[src/hw/rtl/lwbpp_pkg.sv]
// ----------------------------------------------------------------------------
// LRU write-back page pool package
// Field widths, action codes, cell commands and shared types.
// ----------------------------------------------------------------------------
package lwbpp_pkg;

    localparam int POOL_ENTRIES_DEF = 16;
    localparam int PAGE_ID_BITS_DEF = 16;

    localparam int ACTION_W  = 3;
    localparam int PAGE_IN_W = 16;
    localparam int SLOT_W    = 4;
    localparam int LIMIT_W   = 5;

    localparam logic [LIMIT_W-1:0] LIMIT_RESET = 5'd16;

    typedef enum logic [ACTION_W-1:0] {
        ACT_READ      = 3'd0,
        ACT_WRITE     = 3'd1,
        ACT_FLUSH     = 3'd2,
        ACT_FLUSH_ALL = 3'd3,
        ACT_SHUTDOWN  = 3'd4
    } t_action;

    typedef enum logic [2:0] {
        OP_NONE,
        OP_PROMOTE,
        OP_FILL,
        OP_SET_DIRTY,
        OP_CLR_DIRTY,
        OP_CLEAR_ALL
    } t_cell_op;

    typedef struct packed {
        t_cell_op op;
        logic     sel;
    } t_cell_cmd;

    typedef struct packed {
        logic valid;
        logic dirty;
        logic match;
    } t_cell_stat;

    typedef struct packed {
        logic                 status;
        logic                 hit;
        logic [SLOT_W-1:0]    slot;
        logic                 wb_valid;
        logic [PAGE_IN_W-1:0] wb_page;
        logic [SLOT_W-1:0]    wb_slot;
        logic                 last;
    } t_rsp;

    localparam t_rsp RSP_DONE = '{last: 1'b1, default: '0};

endpackage

[src/hw/rtl/lwbpp_req_if.sv]
// ----------------------------------------------------------------------------
// Request channel
// Valid/ready channel carrying one pool request.
// ----------------------------------------------------------------------------
interface lwbpp_req_if import lwbpp_pkg::*; ();
    logic                 valid;
    logic                 ready;
    logic [ACTION_W-1:0]  action;
    logic [PAGE_IN_W-1:0] page_id;

    modport source (output valid, output action, output page_id, input ready);
    modport sink   (input valid, input action, input page_id, output ready);
endinterface

[src/hw/rtl/lwbpp_rsp_if.sv]
// ----------------------------------------------------------------------------
// Result channel
// Valid/ready channel carrying one result of a pool request.
// ----------------------------------------------------------------------------
interface lwbpp_rsp_if import lwbpp_pkg::*; ();
    logic                 valid;
    logic                 ready;
    logic                 status;
    logic                 hit;
    logic [SLOT_W-1:0]    slot;
    logic                 writeback_valid;
    logic [PAGE_IN_W-1:0] writeback_page;
    logic [SLOT_W-1:0]    writeback_slot;
    logic                 last;

    modport source (
        output valid, output status, output hit, output slot, output writeback_valid,
        output writeback_page, output writeback_slot, output last, input ready
    );
    modport sink (
        input valid, input status, input hit, input slot, input writeback_valid,
        input writeback_page, input writeback_slot, input last, output ready
    );
endinterface

[src/hw/rtl/lwbpp_cfg_if.sv]
// ----------------------------------------------------------------------------
// Configuration channel
// Valid/ready write channel for the pool limit register.
// ----------------------------------------------------------------------------
interface lwbpp_cfg_if import lwbpp_pkg::*; ();
    logic               valid;
    logic               ready;
    logic [LIMIT_W-1:0] data;

    modport source (output valid, output data, input ready);
    modport sink   (input valid, input data, output ready);
endinterface

[src/hw/rtl/lwbpp_cell.sv]
// ----------------------------------------------------------------------------
// Pool directory cell
// One directory entry with its recency rank, plus one stage of the
// minimum-page sweep chain used by flush all and shutdown.
// ----------------------------------------------------------------------------
module lwbpp_cell import lwbpp_pkg::*; #(
    parameter int PW  = PAGE_ID_BITS_DEF,
    parameter int IW  = 4,
    parameter int IDX = 0
) (
    input  logic          i_clk,
    input  logic          i_rst_n,
    input  t_cell_cmd     i_cmd,
    input  logic [IW-1:0] i_rank,
    input  logic [PW-1:0] i_page,
    input  logic [PW-1:0] i_lk_page,
    output t_cell_stat    o_stat,
    output logic [IW-1:0] o_rank,
    output logic [PW-1:0] o_page,
    input  logic          i_sw_found,
    input  logic [PW-1:0] i_sw_page,
    input  logic [IW-1:0] i_sw_idx,
    output logic          o_sw_found,
    output logic [PW-1:0] o_sw_page,
    output logic [IW-1:0] o_sw_idx
);

    logic          r_valid, n_valid;
    logic          r_dirty, n_dirty;
    logic [IW-1:0] r_rank, n_rank;
    logic [PW-1:0] r_page, n_page;
    logic          r_sw_found;
    logic [PW-1:0] r_sw_page;
    logic [IW-1:0] r_sw_idx;
    logic          take_own;

    always_comb begin
        n_valid = r_valid;
        n_dirty = r_dirty;
        n_rank  = r_rank;
        n_page  = r_page;
        unique case (i_cmd.op)
            OP_NONE: begin
            end
            OP_PROMOTE: begin
                if (i_cmd.sel) begin
                    n_rank = '0;
                end else if (r_valid && (r_rank < i_rank)) begin
                    n_rank = r_rank + IW'(1);
                end
            end
            OP_FILL: begin
                if (i_cmd.sel) begin
                    n_valid = 1'b1;
                    n_dirty = 1'b0;
                    n_rank  = '0;
                    n_page  = i_page;
                end else if (r_valid) begin
                    n_rank = r_rank + IW'(1);
                end
            end
            OP_SET_DIRTY: begin
                if (i_cmd.sel) begin
                    n_dirty = 1'b1;
                end
            end
            OP_CLR_DIRTY: begin
                if (i_cmd.sel) begin
                    n_dirty = 1'b0;
                end
            end
            OP_CLEAR_ALL: begin
                n_valid = 1'b0;
                n_dirty = 1'b0;
                n_rank  = '0;
            end
            default: begin
            end
        endcase
    end

    // pass on the smaller dirty page
    assign take_own = r_valid && r_dirty && (!i_sw_found || (r_page < i_sw_page));

    always_ff @(posedge i_clk) begin
        if (!i_rst_n) begin
            r_valid <= 1'b0;
            r_dirty <= 1'b0;
            r_rank  <= '0;
        end else begin
            r_valid <= n_valid;
            r_dirty <= n_dirty;
            r_rank  <= n_rank;
        end
        r_page     <= n_page;
        r_sw_found <= take_own || i_sw_found;
        r_sw_page  <= take_own ? r_page : i_sw_page;
        r_sw_idx   <= take_own ? IW'(IDX) : i_sw_idx;
    end

    assign o_stat.valid = r_valid;
    assign o_stat.dirty = r_dirty;
    assign o_stat.match = r_valid && (r_page == i_lk_page);
    assign o_rank       = r_rank;
    assign o_page       = r_page;
    assign o_sw_found   = r_sw_found;
    assign o_sw_page    = r_sw_page;
    assign o_sw_idx     = r_sw_idx;

endmodule

[src/hw/rtl/lru_write_back_page_pool_top.sv]
// ----------------------------------------------------------------------------
// LRU write-back page pool
// Directory of a fully associative page pool: LRU replacement, dirty marks,
// single-page flush, flush all and shutdown write-back sweeps.
//
//   channel  dir  handshake            payload
//   i_req    in   valid/ready          action, page_id
//   o_rsp    out  valid/ready          status, hit, slot, writeback_*, last
//   i_cfg    in   valid/ready (always) pool_limit
//
// Read, write and flush pass through the request register, then an
// associative update across the cell row once the result register is free.
// Flush all and shutdown run the sweep once along the cell chain per dirty
// page, plus a last pass that finds no dirty page.
// Reset clears valid, dirty and rank bits at once; no clearing pass.
// The result register holds under a stall; a sweep holds at the chain end.
// ----------------------------------------------------------------------------
module lru_write_back_page_pool_top import lwbpp_pkg::*; #(
    parameter int POOL_ENTRIES = POOL_ENTRIES_DEF,
    parameter int PAGE_ID_BITS = PAGE_ID_BITS_DEF
) (
    input  logic        i_clk,
    input  logic        i_rst_n,
    lwbpp_req_if.sink   i_req,
    lwbpp_cfg_if.sink   i_cfg,
    lwbpp_rsp_if.source o_rsp
);

    localparam int N  = POOL_ENTRIES;
    localparam int PW = PAGE_ID_BITS;
    localparam int IW = $clog2(N);
    localparam int CW = $clog2(N + 1);

    typedef enum logic [1:0] {ST_IDLE, ST_EXEC, ST_SWEEP} t_state;

    t_state              r_state, n_state;
    logic                r_out_valid, n_out_valid;
    t_rsp                r_out, n_out;
    logic [LIMIT_W-1:0]  r_limit, n_limit;
    logic [CW-1:0]       r_count, n_count;
    logic [CW-1:0]       r_cnt, n_cnt;
    logic [ACTION_W-1:0] r_act, n_act;
    logic [PW-1:0]       r_page, n_page;
    logic                r_hit, n_hit;
    logic [IW-1:0]       r_idx, n_idx;
    logic [IW-1:0]       r_old_rank, n_old_rank;
    logic                r_dirty, n_dirty;
    logic                r_pend_valid, n_pend_valid;
    logic [PW-1:0]       r_pend_page, n_pend_page;
    logic [IW-1:0]       r_pend_slot, n_pend_slot;

    t_cell_cmd     cmd [N];
    t_cell_stat    stat [N];
    logic [IW-1:0] rank [N];
    logic [PW-1:0] page [N];
    logic          sw_found [N+1];
    logic [PW-1:0] sw_page [N+1];
    logic [IW-1:0] sw_idx [N+1];

    t_cell_op      cmd_op;
    logic [IW-1:0] cmd_slot;
    logic [IW-1:0] bus_rank;
    logic [PW-1:0] lk_page;

    logic          hit_any;
    logic [IW-1:0] hit_idx;
    logic [IW-1:0] hit_rank;
    logic          hit_dirty;
    logic [IW-1:0] v_idx;
    logic [PW-1:0] v_page;
    logic          v_dirty;
    logic [IW-1:0] f_idx;
    logic [CW-1:0] lim;
    logic          evict;
    logic          out_free;
    t_rsp          res;

    assign lk_page = PW'(i_req.page_id);

    assign sw_found[0] = 1'b0;
    assign sw_page[0]  = '0;
    assign sw_idx[0]   = '0;

    for (genvar k = 0; k < N; k++) begin : g_cell
        assign cmd[k] = '{op: cmd_op, sel: (cmd_slot == IW'(k))};

        lwbpp_cell #(
            .PW  (PW),
            .IW  (IW),
            .IDX (k)
        ) u_cell (
            .i_clk      (i_clk),
            .i_rst_n    (i_rst_n),
            .i_cmd      (cmd[k]),
            .i_rank     (bus_rank),
            .i_page     (r_page),
            .i_lk_page  (lk_page),
            .o_stat     (stat[k]),
            .o_rank     (rank[k]),
            .o_page     (page[k]),
            .i_sw_found (sw_found[k]),
            .i_sw_page  (sw_page[k]),
            .i_sw_idx   (sw_idx[k]),
            .o_sw_found (sw_found[k+1]),
            .o_sw_page  (sw_page[k+1]),
            .o_sw_idx   (sw_idx[k+1])
        );
    end

    always_comb begin
        hit_any   = 1'b0;
        hit_idx   = '0;
        hit_rank  = '0;
        hit_dirty = 1'b0;
        v_idx     = '0;
        v_page    = '0;
        v_dirty   = 1'b0;
        f_idx     = '0;
        for (int k = 0; k < N; k++) begin
            if (stat[k].match) begin
                hit_any   = 1'b1;
                hit_idx   = hit_idx | IW'(k);
                hit_rank  = hit_rank | rank[k];
                hit_dirty = hit_dirty | stat[k].dirty;
            end
            if (stat[k].valid && (rank[k] == IW'(r_count - CW'(1)))) begin
                v_idx   = v_idx | IW'(k);
                v_page  = v_page | page[k];
                v_dirty = v_dirty | stat[k].dirty;
            end
        end
        for (int k = N - 1; k >= 0; k--) begin
            if (!stat[k].valid) begin
                f_idx = IW'(k);
            end
        end
    end

    always_comb begin
        if (r_limit == '0) begin
            lim = CW'(1);
        end else if (int'(r_limit) > N) begin
            lim = CW'(N);
        end else begin
            lim = CW'(r_limit);
        end
    end

    assign evict    = (r_count >= lim);
    assign out_free = !r_out_valid || o_rsp.ready;

    always_comb begin
        n_state      = r_state;
        n_out_valid  = r_out_valid && !o_rsp.ready;
        n_out        = r_out;
        n_limit      = i_cfg.valid ? i_cfg.data : r_limit;
        n_count      = r_count;
        n_cnt        = r_cnt;
        n_act        = r_act;
        n_page       = r_page;
        n_hit        = r_hit;
        n_idx        = r_idx;
        n_old_rank   = r_old_rank;
        n_dirty      = r_dirty;
        n_pend_valid = r_pend_valid;
        n_pend_page  = r_pend_page;
        n_pend_slot  = r_pend_slot;
        cmd_op       = OP_NONE;
        cmd_slot     = r_idx;
        bus_rank     = r_old_rank;
        res          = RSP_DONE;

        unique case (r_state)
            ST_IDLE: begin
                if (i_req.valid) begin
                    n_act      = i_req.action;
                    n_page     = lk_page;
                    n_hit      = hit_any;
                    n_idx      = hit_idx;
                    n_old_rank = hit_rank;
                    n_dirty    = hit_dirty;
                    n_state    = ST_EXEC;
                end
            end
            ST_EXEC: begin
                if ((r_act == ACT_FLUSH_ALL) || (r_act == ACT_SHUTDOWN)) begin
                    n_cnt        = '0;
                    n_pend_valid = 1'b0;
                    n_state      = ST_SWEEP;
                end else if (out_free) begin
                    unique case (r_act)
                        ACT_READ: begin
                            if (r_hit) begin
                                res.hit = 1'b1;
                                res.slot = SLOT_W'(r_idx);
                                cmd_op = OP_PROMOTE;
                            end else begin
                                cmd_op   = OP_FILL;
                                cmd_slot = evict ? v_idx : f_idx;
                                res.slot = SLOT_W'(cmd_slot);
                                if (evict && v_dirty) begin
                                    res.wb_valid = 1'b1;
                                    res.wb_page  = PAGE_IN_W'(v_page);
                                    res.wb_slot  = SLOT_W'(v_idx);
                                end
                                if (!evict) begin
                                    n_count = r_count + CW'(1);
                                end
                            end
                        end
                        ACT_WRITE: begin
                            if (r_hit) begin
                                cmd_op = OP_SET_DIRTY;
                            end else begin
                                res.status = 1'b1;
                            end
                        end
                        ACT_FLUSH: begin
                            if (!r_hit) begin
                                res.status = 1'b1;
                            end else if (r_dirty) begin
                                cmd_op       = OP_CLR_DIRTY;
                                res.wb_valid = 1'b1;
                                res.wb_page  = PAGE_IN_W'(r_page);
                                res.wb_slot  = SLOT_W'(r_idx);
                            end
                        end
                        default: begin
                        end
                    endcase
                    n_out_valid = 1'b1;
                    n_out       = res;
                    n_state     = ST_IDLE;
                end
            end
            ST_SWEEP: begin
                if (r_cnt != CW'(N)) begin
                    n_cnt = r_cnt + CW'(1);
                end else if (sw_found[N]) begin
                    if (!r_pend_valid || out_free) begin
                        if (r_pend_valid) begin
                            res.wb_valid = 1'b1;
                            res.wb_page  = PAGE_IN_W'(r_pend_page);
                            res.wb_slot  = SLOT_W'(r_pend_slot);
                            res.last     = 1'b0;
                            n_out_valid  = 1'b1;
                            n_out        = res;
                        end
                        n_pend_valid = 1'b1;
                        n_pend_page  = sw_page[N];
                        n_pend_slot  = sw_idx[N];
                        cmd_op       = OP_CLR_DIRTY;
                        cmd_slot     = sw_idx[N];
                        n_cnt        = '0;
                    end
                end else if (out_free) begin
                    if (r_pend_valid) begin
                        res.wb_valid = 1'b1;
                        res.wb_page  = PAGE_IN_W'(r_pend_page);
                        res.wb_slot  = SLOT_W'(r_pend_slot);
                    end
                    n_out_valid  = 1'b1;
                    n_out        = res;
                    n_pend_valid = 1'b0;
                    if (r_act == ACT_SHUTDOWN) begin
                        cmd_op  = OP_CLEAR_ALL;
                        n_count = '0;
                    end
                    n_state = ST_IDLE;
                end
            end
            default: begin
                n_state = ST_IDLE;
            end
        endcase
    end

    always_ff @(posedge i_clk) begin
        if (!i_rst_n) begin
            r_state      <= ST_IDLE;
            r_out_valid  <= 1'b0;
            r_limit      <= LIMIT_RESET;
            r_count      <= '0;
            r_cnt        <= '0;
            r_pend_valid <= 1'b0;
        end else begin
            r_state      <= n_state;
            r_out_valid  <= n_out_valid;
            r_limit      <= n_limit;
            r_count      <= n_count;
            r_cnt        <= n_cnt;
            r_pend_valid <= n_pend_valid;
        end
        r_out       <= n_out;
        r_act       <= n_act;
        r_page      <= n_page;
        r_hit       <= n_hit;
        r_idx       <= n_idx;
        r_old_rank  <= n_old_rank;
        r_dirty     <= n_dirty;
        r_pend_page <= n_pend_page;
        r_pend_slot <= n_pend_slot;
    end

    assign i_req.ready = (r_state == ST_IDLE);
    assign i_cfg.ready = 1'b1;

    assign o_rsp.valid           = r_out_valid;
    assign o_rsp.status          = r_out.status;
    assign o_rsp.hit             = r_out.hit;
    assign o_rsp.slot            = r_out.slot;
    assign o_rsp.writeback_valid = r_out.wb_valid;
    assign o_rsp.writeback_page  = r_out.wb_page;
    assign o_rsp.writeback_slot  = r_out.wb_slot;
    assign o_rsp.last            = r_out.last;

endmodule

[src/flat_wrapper.sv]
// flat-port wrapper written by rule: the top's interface ports become plain ports
module lru_write_back_page_pool_top_flat import lwbpp_pkg::*;
#(
    parameter int POOL_ENTRIES = POOL_ENTRIES_DEF,
    parameter int PAGE_ID_BITS = PAGE_ID_BITS_DEF
)
  (i_clk, i_rst_n, i_req_valid, i_req_action, i_req_page_id, i_req_ready, i_cfg_valid, i_cfg_data, i_cfg_ready, o_rsp_valid, o_rsp_status, o_rsp_hit, o_rsp_slot, o_rsp_writeback_valid, o_rsp_writeback_page, o_rsp_writeback_slot, o_rsp_last, o_rsp_ready);
  lwbpp_req_if i_req_i ();
  lwbpp_cfg_if i_cfg_i ();
  lwbpp_rsp_if o_rsp_i ();
  input  logic i_clk;
  input  logic i_rst_n;
  input wire logic [$bits(i_req_i.valid)-1:0] i_req_valid;
  input wire logic [$bits(i_req_i.action)-1:0] i_req_action;
  input wire logic [$bits(i_req_i.page_id)-1:0] i_req_page_id;
  output wire logic [$bits(i_req_i.ready)-1:0] i_req_ready;
  input wire logic [$bits(i_cfg_i.valid)-1:0] i_cfg_valid;
  input wire logic [$bits(i_cfg_i.data)-1:0] i_cfg_data;
  output wire logic [$bits(i_cfg_i.ready)-1:0] i_cfg_ready;
  output wire logic [$bits(o_rsp_i.valid)-1:0] o_rsp_valid;
  output wire logic [$bits(o_rsp_i.status)-1:0] o_rsp_status;
  output wire logic [$bits(o_rsp_i.hit)-1:0] o_rsp_hit;
  output wire logic [$bits(o_rsp_i.slot)-1:0] o_rsp_slot;
  output wire logic [$bits(o_rsp_i.writeback_valid)-1:0] o_rsp_writeback_valid;
  output wire logic [$bits(o_rsp_i.writeback_page)-1:0] o_rsp_writeback_page;
  output wire logic [$bits(o_rsp_i.writeback_slot)-1:0] o_rsp_writeback_slot;
  output wire logic [$bits(o_rsp_i.last)-1:0] o_rsp_last;
  input wire logic [$bits(o_rsp_i.ready)-1:0] o_rsp_ready;
  assign i_req_i.valid = i_req_valid;
  assign i_req_i.action = i_req_action;
  assign i_req_i.page_id = i_req_page_id;
  assign i_req_ready = i_req_i.ready;
  assign i_cfg_i.valid = i_cfg_valid;
  assign i_cfg_i.data = i_cfg_data;
  assign i_cfg_ready = i_cfg_i.ready;
  assign o_rsp_valid = o_rsp_i.valid;
  assign o_rsp_status = o_rsp_i.status;
  assign o_rsp_hit = o_rsp_i.hit;
  assign o_rsp_slot = o_rsp_i.slot;
  assign o_rsp_writeback_valid = o_rsp_i.writeback_valid;
  assign o_rsp_writeback_page = o_rsp_i.writeback_page;
  assign o_rsp_writeback_slot = o_rsp_i.writeback_slot;
  assign o_rsp_last = o_rsp_i.last;
  assign o_rsp_i.ready = o_rsp_ready;
  lru_write_back_page_pool_top #(.POOL_ENTRIES(POOL_ENTRIES), .PAGE_ID_BITS(PAGE_ID_BITS)) u_core (.i_clk(i_clk), .i_rst_n(i_rst_n), .i_req(i_req_i), .i_cfg(i_cfg_i), .o_rsp(o_rsp_i));
endmodule
[config.mk]
export PLATFORM = sky130hd
export DESIGN_NAME = lru_write_back_page_pool_top_flat
export DESIGN_NICKNAME = d
export VERILOG_FILES = /design/src/hw/rtl/lwbpp_pkg.sv /design/src/hw/rtl/lwbpp_req_if.sv /design/src/hw/rtl/lwbpp_rsp_if.sv /design/src/hw/rtl/lwbpp_cfg_if.sv /design/src/hw/rtl/lwbpp_cell.sv /design/src/hw/rtl/lru_write_back_page_pool_top.sv /design/src/flat_wrapper.sv
export SDC_FILE = /design/constraint.sdc
export NUM_CORES = 2
export LEC_CHECK = 0
export BUFFER_PORTS_ARGS = -buffer_cell sky130_fd_sc_hd__buf_2
export CAP_MARGIN = 20
export CORE_MARGIN = 3
export CORE_UTILIZATION = 40
export DETAILED_ROUTE_END_ITERATION = 6
export GPL_TIMING_DRIVEN = 0
export SLEW_MARGIN = 20
export SYNTH_ARGS = -nofsm -noshare
export SYNTH_HDL_FRONTEND = slang
export SYNTH_SLANG_ARGS = --single-unit
[constraint.sdc]
create_clock -name i_clk -period 14.4 [get_ports i_clk]
set_clock_uncertainty 0.1 [all_clocks]
set_input_delay 0.72 -clock i_clk [delete_from_list [all_inputs] [get_ports i_clk]]
set_output_delay 0.72 -clock i_clk [all_outputs]
set_load 0.02 [all_outputs]
==> results by group <==
Run status
  – Status: finished clean

Detailed routing
  – Via density: 6.46
  – DRT iter0 DRCs: ~5200
  – Final ANT Viol Nets: 0
  – Routed Wire Length: 188000 um
  – Post-route DRC: 0
  – DRT Pass-1 Iters: 7
  – DR vias: ~40000
  – Post-DR wirelength/cell: about 30 um

Timing
  – Final setup fails: 0
  – Pins Over Slew Limit: 0
  – Unrepaired setup endpoints after global routing: false
  – Hold Slack: between 0.09 and 0.1 ns
  – Final hold vios: 0
  – Fmax: 161 MHz
  – Slew at the pin closest to its max-slew limit: 1.31 ns
  – Rel. slew slack: 12.4%
  – Period utilization: 43.1%
  – Min Tclk post-route: 6.21 ns
  – Setup Total Neg Slack: 0 ns
  – Final worst slack: roughly 8.2 ns

Final layout
  – Layout cell share with drive strength beyond 1: 9.91%
  – P&R area growth vs syn: 13.1%
  – Final nets: 4978
  – Finished layout cell area: 0.0502 mm2
  – Fill count: 10400
  – Post-layout util: 45.8%

Placement
  – Detailed Place HPWL: 142000 um
  – Gpl congestion: 1.07
  – PortBufs: 57
  – Area post-placement: about 0.047 mm2
  – Pre-CTS setup slack: 8.44 ns

Clock tree
  – Clock sink count: around 770
  – Max Buffers Root-to-Sink: 3
  – CTS Hold Bufs: 0
  – Worst-Skew Late Latency: 0.71 ns
  – CTS Buf Count: 86
  – Root Buffer: clkbuf_16
  – # resized after CTS: 0
  – CTS tree: done
  – Postcts setup bufs: 0
  – H-tree depth: 3
  – Clk slew on worst S/H paths: 0.07 ns

Critical path
  – Worst reg2reg startpoint: u_core.r_count[0]
  – Worst flop-to-flop path endpoint: u_core.g_cell[6].u_cell.o_page[12]
  – FF-to-FF path depth: 15
  – CP top delay family: simple AND/OR/NAND/NOR gates
  – Critical Path Source Type: flop
  – Crit path buf inv count: 6
  – Worst Path Max Fanout: 16
  – Most used cell along the critical path: buf_2
  – Crit-path cells: buf_6 > buf_4 > buf_2 > inv_1 > ha_1 > buf_2 > buf_2 > xor2_1 > nand3_1 > nor3b_4 > nor4_4 > a21oi_2 > o22ai_1 > and2b_1 > and2_1
  – Reg2reg setup slack: 8.19 ns
  – Setup crit end kind: flop
  – CP max-delay cell: nor3b_4
  – Setup Crit Path Kind: flop to flop
  – CP max stage delay: about 1 ns
  – Worst EP arrival: 6.41 ns
  – Worst EP required: 14.60 ns

Global routing
  – Largest net degree at the start of global routing: 29
  – Global Route Usage Sum: 31.5%
  – GR peak layer: met2
  – First-pass GRT wire length: around 270000 um
  – Global routing usage on met1: 41.3%
  – Number of global-route vias before repair: about 37000
  – Antenna violations before repair: 8
  – M2 GR Usage: a little under half
  – Congestion Overflow GR: 0
  – M3 GR Usage: 8.90%

Min path
  – Cell count of the worst hold path: 1
  – HP Class: input pin to flop
  – WHS Endpoint: u_core.r_act[2]
  – Worst Min Path Start: i_req_action[2]

Logic synthesis
  – Post-Syn Instances: 4458
  – Mapped Nets: 4789
  – Library cells used by synthesis: 100
  – Synth Warn #: 0
  – Sequential share of the synthesized area: between 40% and 50%
  – Post-synthesis cell area: between 0.04 and 0.05 mm2
  – Seq cells post-synth: 769
  – Asr flop ratio synth: 0%
  – Top FF cell, synth: dfxtp_1
  – Synth Area per Inst: 9.97 um2
  – EDFF count, synth: around 330

Power and ir drop
  – Sw Ratio: 25.4%
  – Internal: 0.00371 W
  – Pwr dens: 98.9 mW/mm2
  – Sequential Power Share: 47.1%
  – Max VDD drop: 0.0792 mV
  – Switching Power: 0.00126 W
  – Clock power share: 46.0%
  – Comb power frac: between 6 and 7%
  – Pleak: 18.1 nW

Die
  – CORE AREA: 0.110 mm2
  – Die footprint: roughly 0.12 mm2
  – Die height: 339 um
  – DIE WIDTH: 339 um
  – Row Count: 121
  – IO Pins: 60
  – Initial Util: 40.5%

Flow run
  – Max cap viols: 0
-- power by group through the flow --
stage	Sequential [W]	Combinational, W	Clock, W
floorplan	0.00238	0.000189	0
global placement	0.00241	0.000290	0
detailed placement	0.00239	0.000327	0
CTS	0.00234	0.000329	0.00232
global route	0.00234	0.000355	0.00240
finish	0.00234	0.000340	0.00229
-- worst reg2reg max path, cell delays in order, from the launching register on --
cell and delay [ns]:
dfxtp_1 0.35, buf_6 0.14, buf_4 0.25, buf_2 0.38
inv_1 0.12, ha_1 0.28, buf_2 0.27, buf_2 0.43
xor2_1 0.19, nand3_1 0.13, nor3b_4 1.03, nor4_4 0.19
a21oi_2 0.30, o22ai_1 0.23, and2b_1 0.52, and2_1 0.88
-- final cells by class --
cell class / instances / area, um2 / area share [%]
flip-flops and latches: 769 / 18700 / 37.3
clock buffers: 97 / 2310 / 4.59
well taps: 1476 / 1850 / 3.68
plain buffers: 311 / 1260 / 2.51
multi-input cells: 3120 / 23600 / 47.0
diodes: 3 / 7.51 / 0.0149
clock inverters: 65 / 653 / 1.30
repair buffers: 101 / 841 / 1.67
inverters: 258 / 968 / 1.93
-- per-layer routing --
| metal | vias to the layer above | part of all wire (%) |
|---|---|---|
| li1 | 17400 | - |
| met3 | 620 | 11 |
| met2 | 2641 | 42 |
| met5 | - | 0.021 |
| met4 | 6 | 6.5 |
| met1 | 19300 | 40 |
-- placed cells by master, fill, tap and decap left out, types with 152 or more instances in the layout --
master / count
xnor2_1: 173
inv_1: 258
a31oi_1: 183
a21o_1: 159
dfxtp_1: 436
o21ai_0: 156
nand3_1: 152
nand2_1: 224
edfxtp_1: 333
clkbuf_1: 255
ha_1: 302
nand4_1: 236
-- how the worst max path moves through the flow --
stage                            startpoint                             endpoint  slack, ns  cells past startpoint
final                     u_core.r_count[0]   u_core.g_cell[6].u_cell.o_page[12]       8.19                     15
after global routing      u_core.r_count[0]    u_core.g_cell[6].u_cell.o_page[1]       8.13                     15
after CTS                 u_core.r_count[0]   u_core.g_cell[1].u_cell.o_page[10]       8.36                     15
after detailed placement  u_core.r_count[0]   u_core.g_cell[3].u_cell.o_page[11]       8.44                     17
after global placement    u_core.r_count[0]  u_core.g_cell[14].u_cell.o_page[13]       7.23                     15
after floorplan           u_core.r_count[0]   u_core.g_cell[14].u_cell.o_page[0]       9.62                     15
-- cell families (layout without fill, tap and decap cells) --
kind of cell	Yosys count	in the layout	share of synthesized area, %
compound gates	1228	1228	20.0
simple gates	1153	1153	14.5
flops	769	769	42.2
buf+inv	569	832	4.99
xor+xnor	329	329	7.21
fa+ha+maj	302	302	8.50
mux	107	107	2.66
other cells	1	4	0.00844
-- through the flow --
| step | instances | total power [W] |
|---|---|---|
| final | 6200 | 0.00497 |
| after global routing | 6197 | 0.00510 |
| after CTS | 6196 | 0.00499 |
| after detailed placement | 6034 | 0.00272 |
| after global placement | 5991 | 0.00270 |
| after floorplan | 4458 | 0.00257 |
-- Yosys cell counts (all sizes together), types with 86 or more instances --
library cell / instances / area (um2)
dfxtp: 436 / 8730
o311ai: 86 / 753
a21oi: 93 / 484
nand2: 226 / 853
inv: 258 / 968
clkbuf: 256 / 961
nor2: 133 / 512
nand4: 236 / 1480
xnor2: 174 / 1540
a31oi: 183 / 1140
nand3: 153 / 771
o21ai: 167 / 836
edfxtp: 333 / 10000
ha: 302 / 3780
xor2: 133 / 1160
mux2: 90 / 1010
a21o: 159 / 1190
-- sequential cells by signal, summed over array words and instances (netlist names), 5 cells and up --
signal                           flops
u_core.g_cell.u_cell.o_page        256
u_core.r_cnt                         5
u_core.g_cell.u_cell.o_sw_page     256
u_core.r_pend_page                  16
u_core.g_cell.u_cell.r_valid        16
u_core.r_page                       16
u_core.r_limit                       5
u_core.g_cell.u_cell.o_sw_found     16
u_core.g_cell.u_cell.o_rank         64
u_core.o_rsp.writeback_page         16
u_core.r_count                       5
u_core.g_cell.u_cell.r_dirty        16
u_core.g_cell.u_cell.o_sw_idx       49
Note: power is estimated with default switching activity, not from simulation.
